<file path="src/sv/hmbp_pkg.sv">
`default_nettype none
// ----------------------------------------------------------------------------
// HTTP message byte parser package
// Character codes, field kinds, status codes and the result record.
// ----------------------------------------------------------------------------
package hmbp_pkg;

  localparam logic [7:0] CH_SPACE = 8'h20;
  localparam logic [7:0] CH_CR    = 8'h0D;
  localparam logic [7:0] CH_LF    = 8'h0A;
  localparam logic [7:0] CH_COLON = 8'h3A;

  localparam logic [3:0] K_DELIM   = 4'd0;
  localparam logic [3:0] K_METHOD  = 4'd1;
  localparam logic [3:0] K_URI     = 4'd2;
  localparam logic [3:0] K_VERSION = 4'd3;
  localparam logic [3:0] K_CODE    = 4'd4;
  localparam logic [3:0] K_REASON  = 4'd5;
  localparam logic [3:0] K_NAME    = 4'd6;
  localparam logic [3:0] K_VALUE   = 4'd7;
  localparam logic [3:0] K_BODY    = 4'd8;

  localparam logic [2:0] ST_BUSY       = 3'd0;
  localparam logic [2:0] ST_OK         = 3'd1;
  localparam logic [2:0] ST_BAD_METHOD = 3'd2;
  localparam logic [2:0] ST_BAD_CODE   = 3'd3;
  localparam logic [2:0] ST_OVERFLOW   = 3'd4;
  localparam logic [2:0] ST_INCOMPLETE = 3'd5;
  localparam logic [2:0] ST_LINE_ONLY  = 3'd6;

  // The accumulator saturates at this value, one above the largest code.
  localparam logic [16:0] CODE_SAT = 17'h10000;

  typedef struct packed {
    logic [2:0]  status;
    logic        code_valid;
    logic [15:0] code_value;
    logic        header_pair_done;
    logic        field_start;
    logic [3:0]  field_kind;
    logic [7:0]  byte_out;
  } result_t;

endpackage
`default_nettype wire

</file>
<file path="src/sv/http_message_byte_parser.sv">
`default_nettype none
// ----------------------------------------------------------------------------
// HTTP message byte parser
// Classifies each message byte as part of the start line, a header or body.
// ----------------------------------------------------------------------------
// One byte is taken per clock cycle with no bubbles while s_tready is high:
// the parse state, error flag and status code accumulator are updated in the
// same cycle as the byte is accepted. Its result is registered in the result
// register, or in the skid register behind it while the output stalls; the
// skid register keeps s_tready registered, so a stall on the output side
// holds the input back once it is full. There is no clearing pass after reset.
// message_kind must only be written while no message is in progress.
module http_message_byte_parser (
  input  wire logic                        clk,
  input  wire logic                        rst,
  input  wire logic                        cfg_wr_en,
  input  wire logic                        cfg_wr_data,   // message_kind
  input  wire logic                        s_tvalid,
  output      logic                        s_tready,
  input  wire logic [7:0]                  s_tdata,       // [7:0] byte_in
  input  wire logic                        s_tlast,       // last_byte
  output      logic                        m_tvalid,
  input  wire logic                        m_tready,
  // [7:0] byte_out, [8] field_start, [9] header_pair_done,
  // [25:10] code_value, [26] code_valid, [29:27] status, [31:30] zero
  output      logic [31:0]                 m_tdata,
  output      logic [3:0]                  m_tuser        // [3:0] field_kind
);
  import hmbp_pkg::*;

  typedef enum logic [4:0] {
    S_START, S_RQ_METHOD, S_RQ_METHOD_GAP, S_RQ_URI, S_RQ_URI_GAP,
    S_RQ_VERSION, S_RQ_EOL, S_RS_VERSION, S_RS_VERSION_GAP, S_RS_CODE,
    S_RS_CODE_GAP, S_RS_REASON, S_RS_EOL, S_HD_LINE, S_HD_NAME, S_HD_GAP,
    S_HD_VALUE, S_HD_EOL, S_BD_SEP, S_BD_FIRST, S_BD_DATA
  } state_t;

  logic        message_kind;
  state_t      state, state_next;
  logic [16:0] acc, acc_next;
  logic        err_seen, err_seen_next;
  result_t     res, out_reg, skid;
  logic        skid_valid;

  logic [7:0]  b;
  logic        in_acc;
  logic        is_space, is_lf, is_eol, is_colon, is_letter, is_digit;
  logic [7:0]  b_upper, b_lower;
  logic [20:0] acc_x10;
  logic [16:0] acc_sat;

  assign b         = s_tdata[7:0];
  assign in_acc    = s_tvalid && s_tready;
  assign is_space  = (b == CH_SPACE);
  assign is_lf     = (b == CH_LF);
  assign is_eol    = (b == CH_LF) || (b == CH_CR);
  assign is_colon  = (b == CH_COLON);
  assign is_letter = ((b >= 8'h41) && (b <= 8'h5A)) || ((b >= 8'h61) && (b <= 8'h7A));
  assign is_digit  = (b >= 8'h30) && (b <= 8'h39);
  assign b_upper   = (b >= 8'h61) ? (b - 8'h20) : b;
  assign b_lower   = ((b >= 8'h41) && (b <= 8'h5A)) ? (b + 8'h20) : b;

  // Code times ten plus the new digit; the code is at most 65536 here.
  assign acc_x10 = ({4'b0, acc} << 3) + ({4'b0, acc} << 1) + {17'b0, b[3:0]};
  assign acc_sat = (acc_x10 > {4'b0, CODE_SAT}) ? CODE_SAT : acc_x10[16:0];

  always_comb begin
    logic [2:0] err;
    logic [2:0] endcode;
    err           = ST_BUSY;
    endcode       = ST_INCOMPLETE;
    state_next    = state;
    acc_next      = acc;
    err_seen_next = err_seen;
    res           = '0;
    res.byte_out  = b;
    res.field_kind = K_DELIM;

    unique case (state)
      S_START: begin
        if (!is_space) begin
          if (message_kind) begin
            state_next = S_RS_VERSION;
            res.field_kind = K_VERSION;
            res.field_start = 1'b1;
          end else if (is_letter) begin
            state_next = S_RQ_METHOD;
            res.byte_out = b_upper;
            res.field_kind = K_METHOD;
            res.field_start = 1'b1;
          end else begin
            err = ST_BAD_METHOD;
          end
        end
      end
      S_RQ_METHOD: begin
        if (is_space) state_next = S_RQ_METHOD_GAP;
        else if (is_letter) begin
          res.byte_out = b_upper;
          res.field_kind = K_METHOD;
        end else err = ST_BAD_METHOD;
      end
      S_RQ_METHOD_GAP: begin
        if (!is_space) begin
          state_next = S_RQ_URI;
          res.field_kind = K_URI;
          res.field_start = 1'b1;
        end
      end
      S_RQ_URI: begin
        if (is_space) state_next = S_RQ_URI_GAP;
        else res.field_kind = K_URI;
      end
      S_RQ_URI_GAP: begin
        if (is_eol) begin
          state_next = is_lf ? S_HD_LINE : S_RQ_EOL;
          if (is_lf) endcode = ST_LINE_ONLY;
        end else if (!is_space) begin
          state_next = S_RQ_VERSION;
          res.field_kind = K_VERSION;
          res.field_start = 1'b1;
        end
      end
      S_RQ_VERSION: begin
        if (is_eol) begin
          state_next = is_lf ? S_HD_LINE : S_RQ_EOL;
          if (is_lf) endcode = ST_LINE_ONLY;
        end else res.field_kind = K_VERSION;
      end
      S_RQ_EOL, S_RS_EOL: begin
        if (is_lf) begin
          state_next = S_HD_LINE;
          endcode = ST_LINE_ONLY;
        end
      end
      S_RS_VERSION: begin
        if (is_space) state_next = S_RS_VERSION_GAP;
        else res.field_kind = K_VERSION;
      end
      S_RS_VERSION_GAP: begin
        if (!is_space) begin
          state_next = S_RS_CODE;
          if (is_digit) begin
            acc_next = {13'b0, b[3:0]};
            res.field_kind = K_CODE;
            res.field_start = 1'b1;
          end else err = ST_BAD_CODE;
        end
      end
      S_RS_CODE: begin
        if (is_space) begin
          if (acc[16]) err = ST_OVERFLOW;
          else begin
            res.code_valid = 1'b1;
            res.code_value = acc[15:0];
            state_next = S_RS_CODE_GAP;
          end
        end else if (is_digit) begin
          acc_next = acc_sat;
          res.field_kind = K_CODE;
        end else err = ST_BAD_CODE;
      end
      S_RS_CODE_GAP: begin
        if (is_eol) begin
          state_next = is_lf ? S_HD_LINE : S_RS_EOL;
          if (is_lf) endcode = ST_LINE_ONLY;
        end else if (!is_space) begin
          state_next = S_RS_REASON;
          res.field_kind = K_REASON;
          res.field_start = 1'b1;
        end
      end
      S_RS_REASON: begin
        if (is_eol) begin
          state_next = is_lf ? S_HD_LINE : S_RS_EOL;
          if (is_lf) endcode = ST_LINE_ONLY;
        end else res.field_kind = K_REASON;
      end
      S_HD_LINE: begin
        if (is_eol) begin
          state_next = is_lf ? S_BD_FIRST : S_BD_SEP;
          if (is_lf) endcode = ST_OK;
        end else if (is_colon) begin
          // An empty name: the colon opens the value gap straight away.
          state_next = S_HD_GAP;
        end else if (!is_space) begin
          state_next = S_HD_NAME;
          res.byte_out = b_lower;
          res.field_kind = K_NAME;
          res.field_start = 1'b1;
        end
      end
      S_HD_NAME: begin
        if (is_colon) state_next = S_HD_GAP;
        else begin
          res.byte_out = b_lower;
          res.field_kind = K_NAME;
        end
      end
      S_HD_GAP: begin
        if (is_eol) begin
          res.header_pair_done = 1'b1;
          state_next = is_lf ? S_HD_LINE : S_HD_EOL;
          if (is_lf) endcode = ST_OK;
        end else if (!is_space) begin
          state_next = S_HD_VALUE;
          res.field_kind = K_VALUE;
          res.field_start = 1'b1;
        end
      end
      S_HD_VALUE: begin
        if (is_eol) begin
          res.header_pair_done = 1'b1;
          state_next = is_lf ? S_HD_LINE : S_HD_EOL;
          if (is_lf) endcode = ST_OK;
        end else res.field_kind = K_VALUE;
      end
      S_HD_EOL: begin
        if (is_lf) begin
          state_next = S_HD_LINE;
          endcode = ST_OK;
        end
      end
      S_BD_SEP: begin
        if (is_lf) begin
          state_next = S_BD_FIRST;
          endcode = ST_OK;
        end
      end
      S_BD_FIRST: begin
        state_next = S_BD_DATA;
        res.field_kind = K_BODY;
        res.field_start = 1'b1;
        endcode = ST_OK;
      end
      S_BD_DATA: begin
        res.field_kind = K_BODY;
        endcode = ST_OK;
      end
      default: state_next = S_START;
    endcase

    if (err_seen) begin
      // After an error every byte passes through untagged until the last one.
      state_next = state;
      acc_next = acc;
      res = '0;
      res.byte_out = b;
    end else if (err != ST_BUSY) begin
      err_seen_next = 1'b1;
      res = '0;
      res.byte_out = b;
      res.status = err;
    end else if (s_tlast) begin
      res.status = endcode;
    end

    if (s_tlast) begin
      state_next = S_START;
      acc_next = '0;
      err_seen_next = 1'b0;
    end
  end

  always_ff @(posedge clk) begin
    if (rst) begin
      message_kind <= 1'b0;
      state <= S_START;
      acc <= '0;
      err_seen <= 1'b0;
      m_tvalid <= 1'b0;
      skid_valid <= 1'b0;
    end else begin
      if (cfg_wr_en) message_kind <= cfg_wr_data;
      if (in_acc) begin
        state <= state_next;
        acc <= acc_next;
        err_seen <= err_seen_next;
      end
      if (!m_tvalid || m_tready) begin
        out_reg <= skid_valid ? skid : res;
        if (skid_valid) begin
          m_tvalid <= 1'b1;
          skid_valid <= 1'b0;
        end else begin
          m_tvalid <= in_acc;
        end
      end else if (in_acc) begin
        skid_valid <= 1'b1;
        skid <= res;
      end
    end
  end

  assign s_tready = !skid_valid;
  assign m_tdata  = {2'b0, out_reg.status, out_reg.code_valid, out_reg.code_value,
                     out_reg.header_pair_done, out_reg.field_start, out_reg.byte_out};
  assign m_tuser  = out_reg.field_kind;

  // A result waiting in the skid register implies the result register is full.
  a_skid_behind_out: assert property (@(posedge clk) disable iff (rst)
    skid_valid |-> m_tvalid)
    else $error("skid register holds a result while the output is empty");

  // The parser is back at the start of a message after its last byte.
  a_restart_after_last: assert property (@(posedge clk) disable iff (rst)
    (in_acc && s_tlast) |=> (state == S_START && !err_seen && acc == '0))
    else $error("parser did not restart after the last byte");

  // A closing code space is always a delimiter with no error on it.
  a_code_is_delim: assert property (@(posedge clk) disable iff (rst)
    (m_tvalid && out_reg.code_valid) |->
      (out_reg.field_kind == K_DELIM &&
       (out_reg.status == ST_BUSY || out_reg.status == ST_INCOMPLETE)))
    else $error("code reported on a byte that is not a clean delimiter");

endmodule
`default_nettype wire
</file>
<file path="config.mk">
export PLATFORM = sky130hd
export DESIGN_NAME = http_message_byte_parser
export DESIGN_NICKNAME = d
export VERILOG_FILES = /design/src/sv/hmbp_pkg.sv /design/src/sv/http_message_byte_parser.sv
export SDC_FILE = /design/constraint.sdc
export NUM_CORES = 1
export LEC_CHECK = 0
export ABC_AREA = 1
export BUFFER_PORTS_ARGS = -buffer_cell sky130_fd_sc_hd__buf_2
export CAP_MARGIN = 20
export CORE_UTILIZATION = 50
export CTS_BUF_LIST = sky130_fd_sc_hd__clkbuf_4 sky130_fd_sc_hd__clkbuf_8
export CTS_CLUSTER_SIZE = 30
export DETAILED_ROUTE_END_ITERATION = 8
export PLACE_DENSITY_LB_ADDON = 0.12
export SLEW_MARGIN = 20
export SYNTH_ARGS = -nofsm -noshare
export SYNTH_HDL_FRONTEND = slang
export SYNTH_SLANG_ARGS = --single-unit
export TNS_END_PERCENT = 50
</file>
<file path="constraint.sdc">
create_clock -name clk -period 7.7 [get_ports clk]
set_input_delay 0.77 -clock clk [delete_from_list [all_inputs] [get_ports clk]]
set_output_delay 0.77 -clock clk [all_outputs]
set_load 0.005 [all_outputs]
</file>
## Word-level counts from Yosys, hierarchy flattened

Index checks and enable logic that the tools add are counted.

- Memories kept: 0
- Bits of input ports: 15
- Memory bits (read-only): 0
- Register bits after elaboration: 94
- Logic and storage cells: 204
- RAM bits: 0
- Latch bits: 0
- Output and inout port bits: 38

- Bitwise gates (word level): 2
- Multiply operators: 0
- Shift-type cells: 0
- Magnitude comparators: 7
- Reductions and logical operators: 24
- Divide/modulo/power cells: 0
- Add/subtract/negate cells: 4
- Eq/ne operators: 48
- Mux-type cells: 99

Operators with widths:

| operator | count |
|---|---|
| $mux 5 | 38 |
| $mux 17 | 10 |
| $pmux 5 s19 | 1 |
| $mux 34 | 2 |
| $mux 13 | 5 |
| $pmux 4 s16 | 1 |
| $ne 3x3->1 const B | 16 |
| $mux 3 | 14 |
| $eq 5x4->1 const B | 8 |
| $pmux 17 s2 | 1 |
| $pmux 8 s4 | 1 |
| $mux 31 | 1 |
| $eq 5x5->1 const B | 5 |
| $mux 8 | 3 |
| $reduce_and 22->1 | 1 |
| $add 20x18->21 | 1 |
| $add 21x4->21 | 1 |
| $gt 21x17->1 const B | 1 |
| $eq 5x3->1 const B | 4 |
| $mux 9 | 2 |
| $eq 8x4->1 const B | 2 |
| $eq 8x6->1 const B | 2 |
| $ge 8x7->1 const B | 2 |
| $le 8x7->1 const B | 2 |
| other kinds (29) | 60 |

## Logic depth before layout (Yosys ltp)

Gate-level depths: netlist of run 1.

- Word-level depth: 11
- Depth in mapped cells: 21
- Mapped depth without buffers: 20

## Worst setup path after synthesis of run 1

No wires, ideal clock.

- Path type: input-to-reg
- Start point: input s_tdata[3]
- End point: register acc[10]
- Setup slack: 4.449 ns
- Library setup time: 0.071 ns
- Stages: 17
- Buffers on the path: 1
- Data required time: 7.629 ns
- Arrival: 3.180 ns
- Cells stage by stage: buf_2 inv_1 fa_1 fa_1 inv_1 nand3_1 nand2_1 nand2_1 nand2_1 nand3_1 nand3_1 nand4_1 nor2_1 nand2_1 inv_1 nand2_1 a21oi_1

- Cells in the longest elaborated chain, start to end: 8
- Elaborated cells between the ends (all ways): 17
- Those cells by class: add/sub (1); order compare (3); eq/ne (5); mux (6); reduce/logical (2)

Ends and longest elaborated chain:

| what | line | RTL |
|---|---|---|
| start: declaration | http_message_byte_parser.sv:20 | `input wire logic [7:0] s_tdata,` |
| $add 21x4->21 | http_message_byte_parser.sv:64 | `assign acc_x10 = ({4'b0, acc} << 3) + ({4'b0, acc} << 1) + {17'b0, b[3:0]};` |
| $gt 21x17->1 | http_message_byte_parser.sv:65 | `assign acc_sat = (acc_x10 > {4'b0, CODE_SAT}) ? CODE_SAT : acc_x10[16:0];` |
| $mux 17 | http_message_byte_parser.sv:65 |  |
| $mux 17 | http_message_byte_parser.sv:158 | `end else if (is_digit) begin` |
| $mux 17 | http_message_byte_parser.sv:151 | `if (is_space) begin` |
| $pmux 17 s2 | http_message_byte_parser.sv:79 | `unique case (state)` |
| $mux 17 | http_message_byte_parser.sv:243 | `if (err_seen) begin` |
| $mux 17 | http_message_byte_parser.sv:258 | `if (s_tlast) begin` |
| end signal: assignment | http_message_byte_parser.sv:277 | `acc <= acc_next;` |
| end: declaration | http_message_byte_parser.sv:40 | `logic [16:0] acc, acc_next;` |

Several ways; a longest one is shown, not always the timed one. The select of a mux whose other input is x is not followed.
A chain may end at the register's enable or synchronous reset.

## Worst setup path after layout of run 1

- Start point: register acc[16]
- End point: register acc[0]

- Cells in the longest elaborated chain, start to end: 9

Ends and longest elaborated chain:

| what | line |
|---|---|
| $add 20x18->21 | http_message_byte_parser.sv:64 |
| $add 21x4->21 | http_message_byte_parser.sv:64 |
| $gt 21x17->1 | http_message_byte_parser.sv:65 |
| $mux 17 | http_message_byte_parser.sv:65 |
| $mux 17 | http_message_byte_parser.sv:158 |
| $mux 17 | http_message_byte_parser.sv:151 |
| $pmux 17 s2 | http_message_byte_parser.sv:79 |
| $mux 17 | http_message_byte_parser.sv:243 |
| $mux 17 | http_message_byte_parser.sv:258 |

No other way between the ends. The select of a mux whose other input is x is not followed.

==> run summary, run 1 <==
Sequential elements use 37.74% of the synthesized area. The family with the most delay on the worst path is adder cells. Along the worst path, the maximum fanout reaches 19. STA classifies the critical path startpoint as a flop. The hold violation total from the final report was 0. The final weighted congestion in routability-driven placement was 0.9505; the total power per unit cell area was 184.8 mW/mm^2.

The count of buffers from port buffering is 50. The logs give 0 for the number of antenna violations at the first check in global routing and 6 for the number of iterations in the first detailed-routing pass. The post-layout instance count excluding filler cells is 1127, and the net switching power of the design is 0.4861 mW. The detail-routed net length per standard cell was 15.45 um; the max-capacitance violation count was 0. The die extent in y was 118.5 um; the detailed-route vias per instance was 5.356.

The tools report the clock tree buffer depth as 2. Clock transition at the registers of the reported paths: 100 ps. The final route contains 6036 vias. The class of the tightest hold or removal check is flop to flop.

The first routing iteration left 648 violations. Relative to the synthesized area, the layout overhead comes to 7.409%. After floorplanning, the core was sized to cover 0.01324 mm^2. Final max-slew violation count: 0.

0 antenna diodes ended up in the layout. The count of buffer and inverter cells on the critical path is 2, and the share of total power in the clock network is 22.9%. The tools report the number of placement rows as 42.

The clock net in this run drives a total of 94 sinks. The final net count was 1001. In this run switching power makes up 36.07% of total power. TritonCTS built the clock tree.

Fraction of the cycle the final worst path needs: 44.34%. Counting tap cells, the placed design contains a total of 1111 instances. For this run, asynchronously set or reset flops after synthesis account for 0%. The top-area cell type share of the netlist area is 30.08%. The tools report the endpoint class of the critical path as a flop. For this run, the slowest stage of the critical path takes 530 ps. In the final layout, the share of cells above drive strength 1 is 13.35%. After legalization and detailed placement, the total HPWL measured 13320 um.

For this configuration, the core starts out at a cell density of 51.27%. Setup repair after global routing left no endpoint under its margin. The tools report the distinct cell type count after synthesis as 50. The flip-flop and latch count after synthesis works out to 94. TritonCTS created 9 clock buffers. Total power after layout: 1.347 mW. The quantity of gates resized following cts came out at 0.

In this run, synthesis inferred 68 flip-flops with an integrated enable. The cell-internal power is 0.8613 mW, and the total negative setup slack is 0 ps. The prevailing post-synth register cell is sky130_fd_sc_hd__edfxtp_1. The chip width works out to 118.5 um. Critical path class: flop to flop. Overflow left after global routing: 0. Buffers inserted to repair hold after CTS numbered 0. The DRC violation count after routing came out at 0. The run gives 292.9 MHz as the peak clock frequency supported by timing. The die footprint was 0.01405 mm^2. The tools report the post-synthesis cell count as 912. Registers are responsible for 46.3% of the overall power. The mapped netlist covers 0.006789 mm^2. The library cell occupying the most area in the post-synthesis netlist was sky130_fd_sc_hd__edfxtp_1. The flow ran to the end, and the final reports show no timing, DRC or antenna violations. The clock skew after layout is 9.791 ps.

The run gives 380 ps as the clock network latency to the later pin of the worst-skew pair. Among all stages on the critical path, the largest delay is contributed by sky130_fd_sc_hd__clkinv_1. The run gives 0 as the count of buffers added by post-CTS timing repair for setup. The maximum level of the CTS H-tree was 3; the largest vdd supply drop was 0.08904 mV. The logs give 0 for the post-route antenna net violation count and 37.71% for the worst slew margin relative to its limit. The logs give 5640 for the number of global-route vias before repair and 8000 ps for the required time reported for the critical path endpoint.

Global routing consumed, over all layers together, 25.74% of the routing resources. The critical path goes through clkinv_1, ha_1, inv_1, ha_1, a21oi_1, o21ai_0, a21oi_1, nand2_1, nand2_1, nand4_1, nor2_1, nand2_1, nand2_1, nand3_1, a21oi_1. In this run the count of I/O pins placed on the die edge is 53. At the pin with the least slew margin, the transition time is 932.2 ps. The first global-routing pass estimated 28610 um of wire. During synthesis, Yosys emitted a total of 0 warnings. Per report_power, the combinational group accounts for 30.8% of the total. The most frequent cell on the critical path was sky130_fd_sc_hd__nand2_1.

Setup violations remaining at the end of the flow were counted as 0. For this block, the routed nets add up to 17410 um of wire. For this design the static power due to leakage is 3.166 nW. The master cell of the clock root buffer is sky130_fd_sc_hd__clkbuf_8. STA puts the critical path data arrival time at 3720 ps. In the post-synthesis netlist, the biggest area contributors are sky130_fd_sc_hd__edfxtp_1, sky130_fd_sc_hd__nand2_1, sky130_fd_sc_hd__dfxtp_1. Each instance of the synthesized netlist takes up on average 7.444 um^2. The pin count of the biggest net entering global routing is 61, and the time the worst path needs with I/O delays and setup is 3415 ps.
-- kinds of logic after synthesis --
kind of cell               count (synthesis)  synth area share, %
AOI/OAI and AO/OA                        117                11.17
adders and majority gates                 40                7.593
other                                      1              0.05524
xor gates and xnor gates                   4               0.5161
buffers and inverters                    151                9.381
and+or+nand+nor                          505                33.54
DFF                                       94                37.74
-- worst min-delay path, cell delays in order, from the launching register on --
cell                       delay, ps
sky130_fd_sc_hd__edfxtp_1        330
sky130_fd_sc_hd__nand2_1          50
sky130_fd_sc_hd__o41ai_1          50
-- final timing paths --
path | slack (ps) | depth (start not counted) | startpoint | to
worst max-delay path | 4290 | 15 | acc[16] | acc[0]
worst min-delay path | 520 | 2 | skid[16] | m_tdata[12]
worst min register to register | 520 | 2 | skid[16] | m_tdata[12]
worst max register to register | 4290 | 15 | acc[16] | acc[0]
-- area by class of cell --
cell class	instances	area, um^2
Fill cell	1318	5951
Sequential cell	94	2564
Clock inverter	6	46.29
Clock buffer	10	131.4
Inverter	119	446.7
Multi-Input combinational cell	668	3603
Timing Repair Buffer	54	280.3
Tap cell	176	220.2
-- sequential cells by signal (all words and copies together), names as in the netlist --
name          cells
skid             34
m_tdata          30
acc              17
state             5
m_tuser           4
err_seen          1
m_tvalid          1
message_kind      1
skid_valid        1
-- synth_stat cells (16+ instances only) --
library cell and instances:
sky130_fd_sc_hd__nand2_1 264, sky130_fd_sc_hd__inv_1 104, sky130_fd_sc_hd__nor2_1 95, sky130_fd_sc_hd__nand3_1 75
sky130_fd_sc_hd__edfxtp_1 68, sky130_fd_sc_hd__a21oi_1 43, sky130_fd_sc_hd__ha_1 38, sky130_fd_sc_hd__o21ai_0 29
sky130_fd_sc_hd__dfxtp_1 26, sky130_fd_sc_hd__nand4_1 18, sky130_fd_sc_hd__clkbuf_1 17, sky130_fd_sc_hd__o41ai_1 16
-- stage by stage --
| step | hold slack, ps | worst slack (ps) | cell area, um^2 | util, % |
|---|---|---|---|---|
| final | 518.0 | 4285 | 7292 | 55.06 |
| after global routing | 546.8 | 3858 | 7292 | 55.06 |
| after CTS | 524.2 | 4300 | 7292 | 55.06 |
| after detailed placement | 502.5 | 4077 | 7114 | 53.72 |
| after global placement | 498.4 | 4188 | 7114 | 53.72 |
| after floorplan | 474.3 | 4449 | 6793 | - |
-- routing by layer --
layer  share of wire (%)  global-route usage [%]
met5                   0                       0
met4                 1.6                   9.019
met3                 6.9                   4.054
met2                  44                   39.18
met1                  48                   36.98
-- cells in the final DEF, fill, tap and decap left out, drive strengths merged --
cell type,count
a211oi,2
conb,2
o21a,2
nor2,114
o2111ai,2
nand2,273
inv,119
xnor2,2
o31ai,2
a41oi,2
clkbuf,10
a21oi,43
a31oi,4
buf,54
and2,1
o21ai,31
nand3b,4
nand3,77
edfxtp,68
dfxtp,26
o41ai,16
clkinvlp,2
nor3,15
clkinv,4
ha,38
o21bai,5
xor2,2
o211ai,5
o221ai,1
nand4,21
o22ai,2
fa,2
-- power by group through the flow --
| stage | registers [mW] | logic [mW] | clock network (mW) |
|---|---|---|---|
| after floorplan | 0.635 | 0.294 | 0 |
| after global placement | 0.635 | 0.410 | 0 |
| after detailed placement | 0.636 | 0.407 | 0 |
| after CTS | 0.625 | 0.410 | 0.312 |
| after global routing | 0.628 | 0.468 | 0.332 |
| final | 0.624 | 0.415 | 0.309 |
No activity file was read; power rests on OpenSTA's default activity.
==> inputs of run 2 (changes only) <==
==> constraint.sdc (replaced) <==
create_clock -name clk -period 2.9 [get_ports clk]
set_input_delay 0.29 -clock clk [delete_from_list [all_inputs] [get_ports clk]]
set_output_delay 0.29 -clock clk [all_outputs]
set_load 0.005 [all_outputs]
==> run 2 against run 1 <==
Worst setup slack lost 4100 ps. Die area is the same. Total power grew to 2.7 times the previous value. Count of clock-buffer cells in the layout shrank 1. Utilization grew 2.5 points. Hold slack lost 390 ps. Sequential power grew to 2.7 times the previous value. Fmax grew 24%. Register-to-register slack lost 4100 ps. Global-route usage grew 0.21 points. Cell count grew 2.8%. Clock power grew to 2.8 times the previous value.
==> run summary, run 2 (synthesis results as in run 1) <==
Detailed placement finished with a half-perimeter wire length of 13780 um. In this run the power density over the cells is 479.8 mW/mm^2. In the layout the commonest cells are sky130_fd_sc_hd__nand2_1, sky130_fd_sc_hd__inv_1, sky130_fd_sc_hd__nor2_1. In this run the remaining antenna-violating nets after routing total 0.

The largest vdd supply drop was 0.2345 mV. By startpoint and endpoint, the worst setup path is classified as flop to flop. TritonCTS built the clock tree.

The tools report the clock network latency to the later pin of the worst-skew pair as 390 ps. The worst setup path is launched from a flop. The chip width works out to 118.5 um. The all-layer global routing usage is 25.95%, and the number of flip-flops under the largest register name is 34. The run gives 363.8 MHz as the peak clock frequency supported by timing.

For this configuration, the core starts out at a cell density of 51.27%. Setup violations remaining at the end of the flow were counted as 0. The number of iterations in the first detailed-routing pass came out at 7. The completed layout was analyzed and its total power is 3.660 mW.

The run gives 37.96% as the met1 usage in global routing. The path class of the tightest hold or removal check is input pin to flop. The die footprint was 0.01405 mm^2; the DRC violation count after routing was 0. The proportion of power drawn by combinational gates is 30.9%. The tools report the net switching power of the design as 1.303 mW. The congestion estimate from routability-driven global placement came to 0.9310. After floorplanning, the core was divided into 42 placement rows. The count of buffers from port buffering works out to 50. The first global-routing pass estimated 28600 um of wire. The detail-routed net length per standard cell works out to 15.36 um. Clock tree synthesis selected as its root buffer the cell sky130_fd_sc_hd__clkbuf_8. The hold violation total from the final report was 0.

The library cell used most frequently in the layout, excluding fill and tap cells, is sky130_fd_sc_hd__nand2_1. The run gives 0 as the number of antenna violations at the first check in global routing. The run finished with clean final reports.

The clock transition at the registers of the reported paths is 110 ps. Entering global routing, the biggest net connects 61 pins. Worst setup margin: 151.5 ps. The logs give 0.01324 mm^2 for the core outline area and 38.57% for the worst slew margin relative to its limit. Register with the most flip-flops: skid. The logs give 2 for the clock tree buffer depth and 45.2% for the sequential fraction of design power. The number of DRC markers after the initial detailed-route iteration was 519.

At the end of the flow, the number of nets in the layout was 1033. Die extent in y: 118.5 um. Dividing the final minimum period by the clock period gives 94.78%. Hold is met by 123.9 ps. The endpoint class of the critical path is a flop. The run gives 0 as the count of buffers added by post-CTS timing repair for setup. For this design the static power due to leakage is 3.356 nW. The share of total power in the clock network was 23.9%; the post-cts hold buffer count was 0. The area added between synthesis and finish is 12.35%. For the global routing met3 resource utilization, the log shows 3.475%. Timing analysis after detailed placement gives a worst setup slack of -134.2 ps. The tools report the number of CTS-inserted buffers as 9. The number of global-route vias before repair is 5544. The run gives 0 as the final max-slew violation count. At the pin with the least slew margin, the transition time is 919.2 ps.

The maximum level of the CTS H-tree came out at 3. Data arrival time of the critical path: 3060 ps. Across the run, the number of max-cap violations was 0. The layout has 1305 filler cells. The worst path in the final design needs a cycle of 2749 ps, including I/O delays and setup.

For the cell-internal power, the log shows 2.357 mW. The post-detailed-routing wire length was 17790 um. For the number of sinks handled by clock tree synthesis, the log shows 94.

After global routing the overflow that remains totals 0. Of all nets on the critical path, the largest fanout is 5. In this run switching power makes up 35.59% of total power. The global-route met2 utilization came out at 40.13%. Total I/O pin count: 53. The detailed-route vias per instance came out at 5.345.

The layer with the highest usage after global routing is met2. The number of antenna repair diodes is 0, and the number of vias in the routed layout is 6189. The run gives 20.97 ps as the clock skew after layout. STA puts the critical path data required time at 3210 ps.

The fraction of layout cells with a size suffix above 1 was 18.33%.
-- run 2: final cells by class --
cell class	count	area [um^2]	area share, %
Timing Repair Buffer	86	533.0	6.988
Clock buffer	9	123.9	1.624
Sequential cell	94	2570	33.69
Tap cell	176	220.2	2.887
Multi-Input combinational cell	668	3669	48.10
Clock inverter	6	62.56	0.8202
Inverter	119	449.2	5.889
-- run 2: metrics by stage --
stage	instances	utilization, %	instance area [um^2]	TNS (ps)
detailed placement	1143	55.63	7367	-1544
global route	1158	57.60	7627	-13.80
floorplan	913	-	6793	0
global placement	1143	55.63	7367	-404.5
CTS	1158	57.04	7553	-6.825
finish	1158	57.60	7627	0
-- run 2: critical path, stage by stage, from the launching register on --
cell                      delay, ps
sky130_fd_sc_hd__dfxtp_4        370
sky130_fd_sc_hd__ha_1           280
sky130_fd_sc_hd__ha_2           190
sky130_fd_sc_hd__inv_1           60
sky130_fd_sc_hd__fa_2           580
sky130_fd_sc_hd__nand3_1        110
sky130_fd_sc_hd__nor2_1         120
sky130_fd_sc_hd__nand2_1         60
sky130_fd_sc_hd__nor2_1         110
sky130_fd_sc_hd__nand3_1        100
sky130_fd_sc_hd__nor2_1         110
sky130_fd_sc_hd__nand3_1         90
sky130_fd_sc_hd__nand2_2         80
sky130_fd_sc_hd__nand2_4         80
sky130_fd_sc_hd__nor2_4         160
sky130_fd_sc_hd__nand2_1         70
sky130_fd_sc_hd__a21oi_1        110
-- run 2: worst paths after layout --
kind               start           end  slack, ps  cells past startpoint
max               acc[1]       acc[13]        150                     16
min          cfg_wr_data  message_kind        120                      3
max reg2reg       acc[1]       acc[13]        150                     16
min reg2reg      skid[7]    m_tdata[7]        520                      2
-- run 2: routing by layer --
layer | vias to the layer above | share of wire, %
li1 | 3161 | -
met1 | 2830 | 49
met2 | 182 | 44
met3 | 16 | 6.2
met4 | 0 | 1.3
met5 | - | 0
-- run 2: repair_timing --
item	in CTS	in global routing
resized for setup	1	25
pin swaps	0	8
setup endpoints to repair	7	16
-- run 2: power groups by stage --
| stage | registers (mW) | logic, mW | clock network [mW] |
|---|---|---|---|
| after CTS | 1.66 | 1.11 | 0.884 |
| after detailed placement | 1.69 | 1.11 | 0 |
| after global placement | 1.69 | 1.10 | 0 |
| after global routing | 1.67 | 1.25 | 0.937 |
| after floorplan | 1.69 | 0.780 | 0 |
| final | 1.66 | 1.13 | 0.873 |
==> inputs of run 3 (changes only) <==
==> constraint.sdc (replaced) <==
create_clock -name clk -period 3.2 [get_ports clk]
set_input_delay 0.32 -clock clk [delete_from_list [all_inputs] [get_ports clk]]
set_output_delay 0.32 -clock clk [all_outputs]
set_load 0.02 [all_outputs]
==> run 3 against run 2 <==
Sequential power is 9.6% lower. Hold slack better by 53 ps. Largest power group unchanged. Worst setup slack better by 170 ps. Largest cell class unchanged. Highest routed layer unchanged. Register-to-register slack better by 170 ps. Total power is 7.8% lower. Utilization is 1.6 points lower. Clock skew is 12 ps lower. Non-clock buffer count is 18 lower. Clock power is 11% lower. Wire length is 0.55% lower. Global-route usage is 0.13 points higher.
==> run summary, run 3 (synthesis results as in run 1) <==
The run finished with clean final reports. For the worst setup margin, the log shows 318.9 ps. The library cells used most frequently in the layout, excluding fill and tap cells, are sky130_fd_sc_hd__nand2_1, sky130_fd_sc_hd__inv_1, sky130_fd_sc_hd__nor2_1.

For the count of buffers added by post-CTS timing repair for setup, the log shows 0. Data on the critical path is required at its endpoint by 3510 ps. The total power per unit cell area was 455.0 mW/mm^2.

Clock latency on the worst-skew pair, taken at its later pin, is 380 ps. The tools report the HPWL reported at the end of detailed placement as 13660 um. The overflow left after global routing came out at 0. The initialized floorplan defines 42 standard-cell rows. skid holds more flip-flops than any other register. The data arrival time of the critical path is 3190 ps, and the detail-routed net length per standard cell is 15.51 um. The master cell of the clock root buffer is sky130_fd_sc_hd__clkbuf_8.

TritonCTS built the clock tree. The tools report the hold violation total from the final report as 0. For the number of antenna repair diodes, the log shows 0. Area added between synthesis and finish: 9.252%.

Clock-pin slew was measured on the worst setup and hold paths at 100 ps. The fraction of layout cells with a size suffix above 1 was 15.03%; the pin count of the biggest net entering global routing was 61. The global-route wire length before repair is 28820 um. The total area inside the core boundary comes to 0.01324 mm^2.

The peak clock frequency supported by timing was 347.1 MHz. The logs give 0 for the max-capacitance violation count and 0 for the DRC violation count after routing. The number of flip-flops under the largest register name was 34; the largest vdd supply drop was 0.2054 mV. Across the routed clock network, the largest skew measured is 9.041 ps. The analysis attributes to cell leakage a power of 3.251 nW. The count of buffers from port buffering was 50.

The number of sinks handled by clock tree synthesis is 94, and the worst slew margin relative to its limit is 36.94%. Global routing used 26.08% of the available tracks across all layers. The chip width was 118.5 um. STA classifies the critical path startpoint as a flop.

The tools report the final net count as 1015. The critical path class is flop to flop. Leaving out fill and tap cells, the most frequent cell in the layout is sky130_fd_sc_hd__nand2_1. After detailed routing, the number of vias per cell comes to 5.420. For the register area, the log shows 0.002564 mm^2.

The die extent in y is 118.5 um, and the final max-slew violation count is 0. The logs give 0 for the post-route antenna net violation count and 5 for the number of iterations in the first detailed-routing pass. For the number of CTS-inserted buffers, the log shows 9. The final critical path takes up 90.03% of the cycle. Wires add up to 17690 um.

Summed over all failing endpoints, the final setup total negative slack is 0 ps. The time the worst path needs with I/O delays and setup was 2881 ps; the biggest fanout along the worst timing path was 5. Setup repair after global routing left no endpoint under its margin. The number of DRC markers after the initial detailed-route iteration was 564. At the placement stage, the worst setup path has a slack of 133.4 ps. At the pin with the least slew margin, the transition time is 943.6 ps. The clock tree buffer depth is 2.

The die covers 0.01405 mm^2. Hold is met by 177.3 ps. The run gives 51.27% as the initial cell density of the core. The routed layout has 6184 vias. The run gives 5656 as the number of global-route vias before repair. The total I/O pin count was 53; the layout filler cell count was 1331. Final weighted congestion in routability-driven placement: 0.9154. The class of the tightest hold or removal check is input pin to flop. The maximum level of the CTS H-tree is 3.

The number of antenna violations at the first check in global routing was 0; the number of failing setup endpoints in the final timing report was 0. In the final layout, the multi-input gates occupy 0.003611 mm^2. Endpoint class of the critical path: a flop.
==> run 3: power breakdown <==
group	leakage (nW)	total [mW]	switching, mW	internal (mW)
clock network	0.0971	0.781	0.462	0.319
registers	0.847	1.50	0.0484	1.45
logic	2.31	1.09	0.761	0.330
==> run 3: layout make-up <==
| type | instances | share of cell area (%) |
|---|---|---|
| Multi-Input combinational cell | 668 | 48.68 |
| Sequential cell | 94 | 34.56 |
| Inverter | 119 | 6.022 |
| Timing Repair Buffer | 68 | 5.196 |
| Tap cell | 176 | 2.969 |
| Clock buffer | 10 | 1.856 |
| Clock inverter | 6 | 0.7085 |
==> run 3: per-layer routing <==
metal  up-vias  track usage, %  routed length (um)  share of wire, %
li1       3135               -                   -                 -
met4         0           7.437                 227               1.3
met5         -               0                   0                 0
met2       188           41.23                7924                45
met1      2838           37.79                8477                48
met3        23           2.654                1063               6.0
==> run 3: metrics by stage <==
step	power (mW)	utilization, %	cells	cell area [um^2]
after CTS	3.376	55.95	1141	7410
after global routing	3.570	56.01	1141	7417
after detailed placement	2.604	54.52	1125	7219
after global placement	2.598	54.52	1125	7219
final	3.375	56.01	1141	7417
after floorplan	2.311	-	913	6793
==> run 3: what timing repair did <==
action	4_1_cts	5_1_grt
resized for setup	0	4
endpoints found under the setup margin	0	16
hold buffers	0	0
==> run 3: final timing paths <==
kind                    start            to  slack (ps)  depth (start not counted)
hold / removal    cfg_wr_data  message_kind         180                          3
hold reg to reg      skid[17]   m_tdata[13]         520                          2
setup / recovery       acc[0]       acc[15]         320                         19
setup reg to reg       acc[0]       acc[15]         320                         19
==> run 3: worst max-delay path, stage by stage, from the launching register on <==
cell and delay, ps:
sky130_fd_sc_hd__dfxtp_1 340, sky130_fd_sc_hd__inv_1 70, sky130_fd_sc_hd__fa_2 590, sky130_fd_sc_hd__inv_1 60
sky130_fd_sc_hd__ha_1 300, sky130_fd_sc_hd__nand3_1 110, sky130_fd_sc_hd__nand3_1 110, sky130_fd_sc_hd__nand2_1 100
sky130_fd_sc_hd__nand2_1 90, sky130_fd_sc_hd__nand2_1 90, sky130_fd_sc_hd__nand2_1 50, sky130_fd_sc_hd__nand2_1 60
sky130_fd_sc_hd__nand2_1 90, sky130_fd_sc_hd__nor2_1 110, sky130_fd_sc_hd__nand3_1 70, sky130_fd_sc_hd__nand2_1 60
sky130_fd_sc_hd__nand2_1 140, sky130_fd_sc_hd__nor2_4 190, sky130_fd_sc_hd__nand2_1 70, sky130_fd_sc_hd__a21oi_1 130
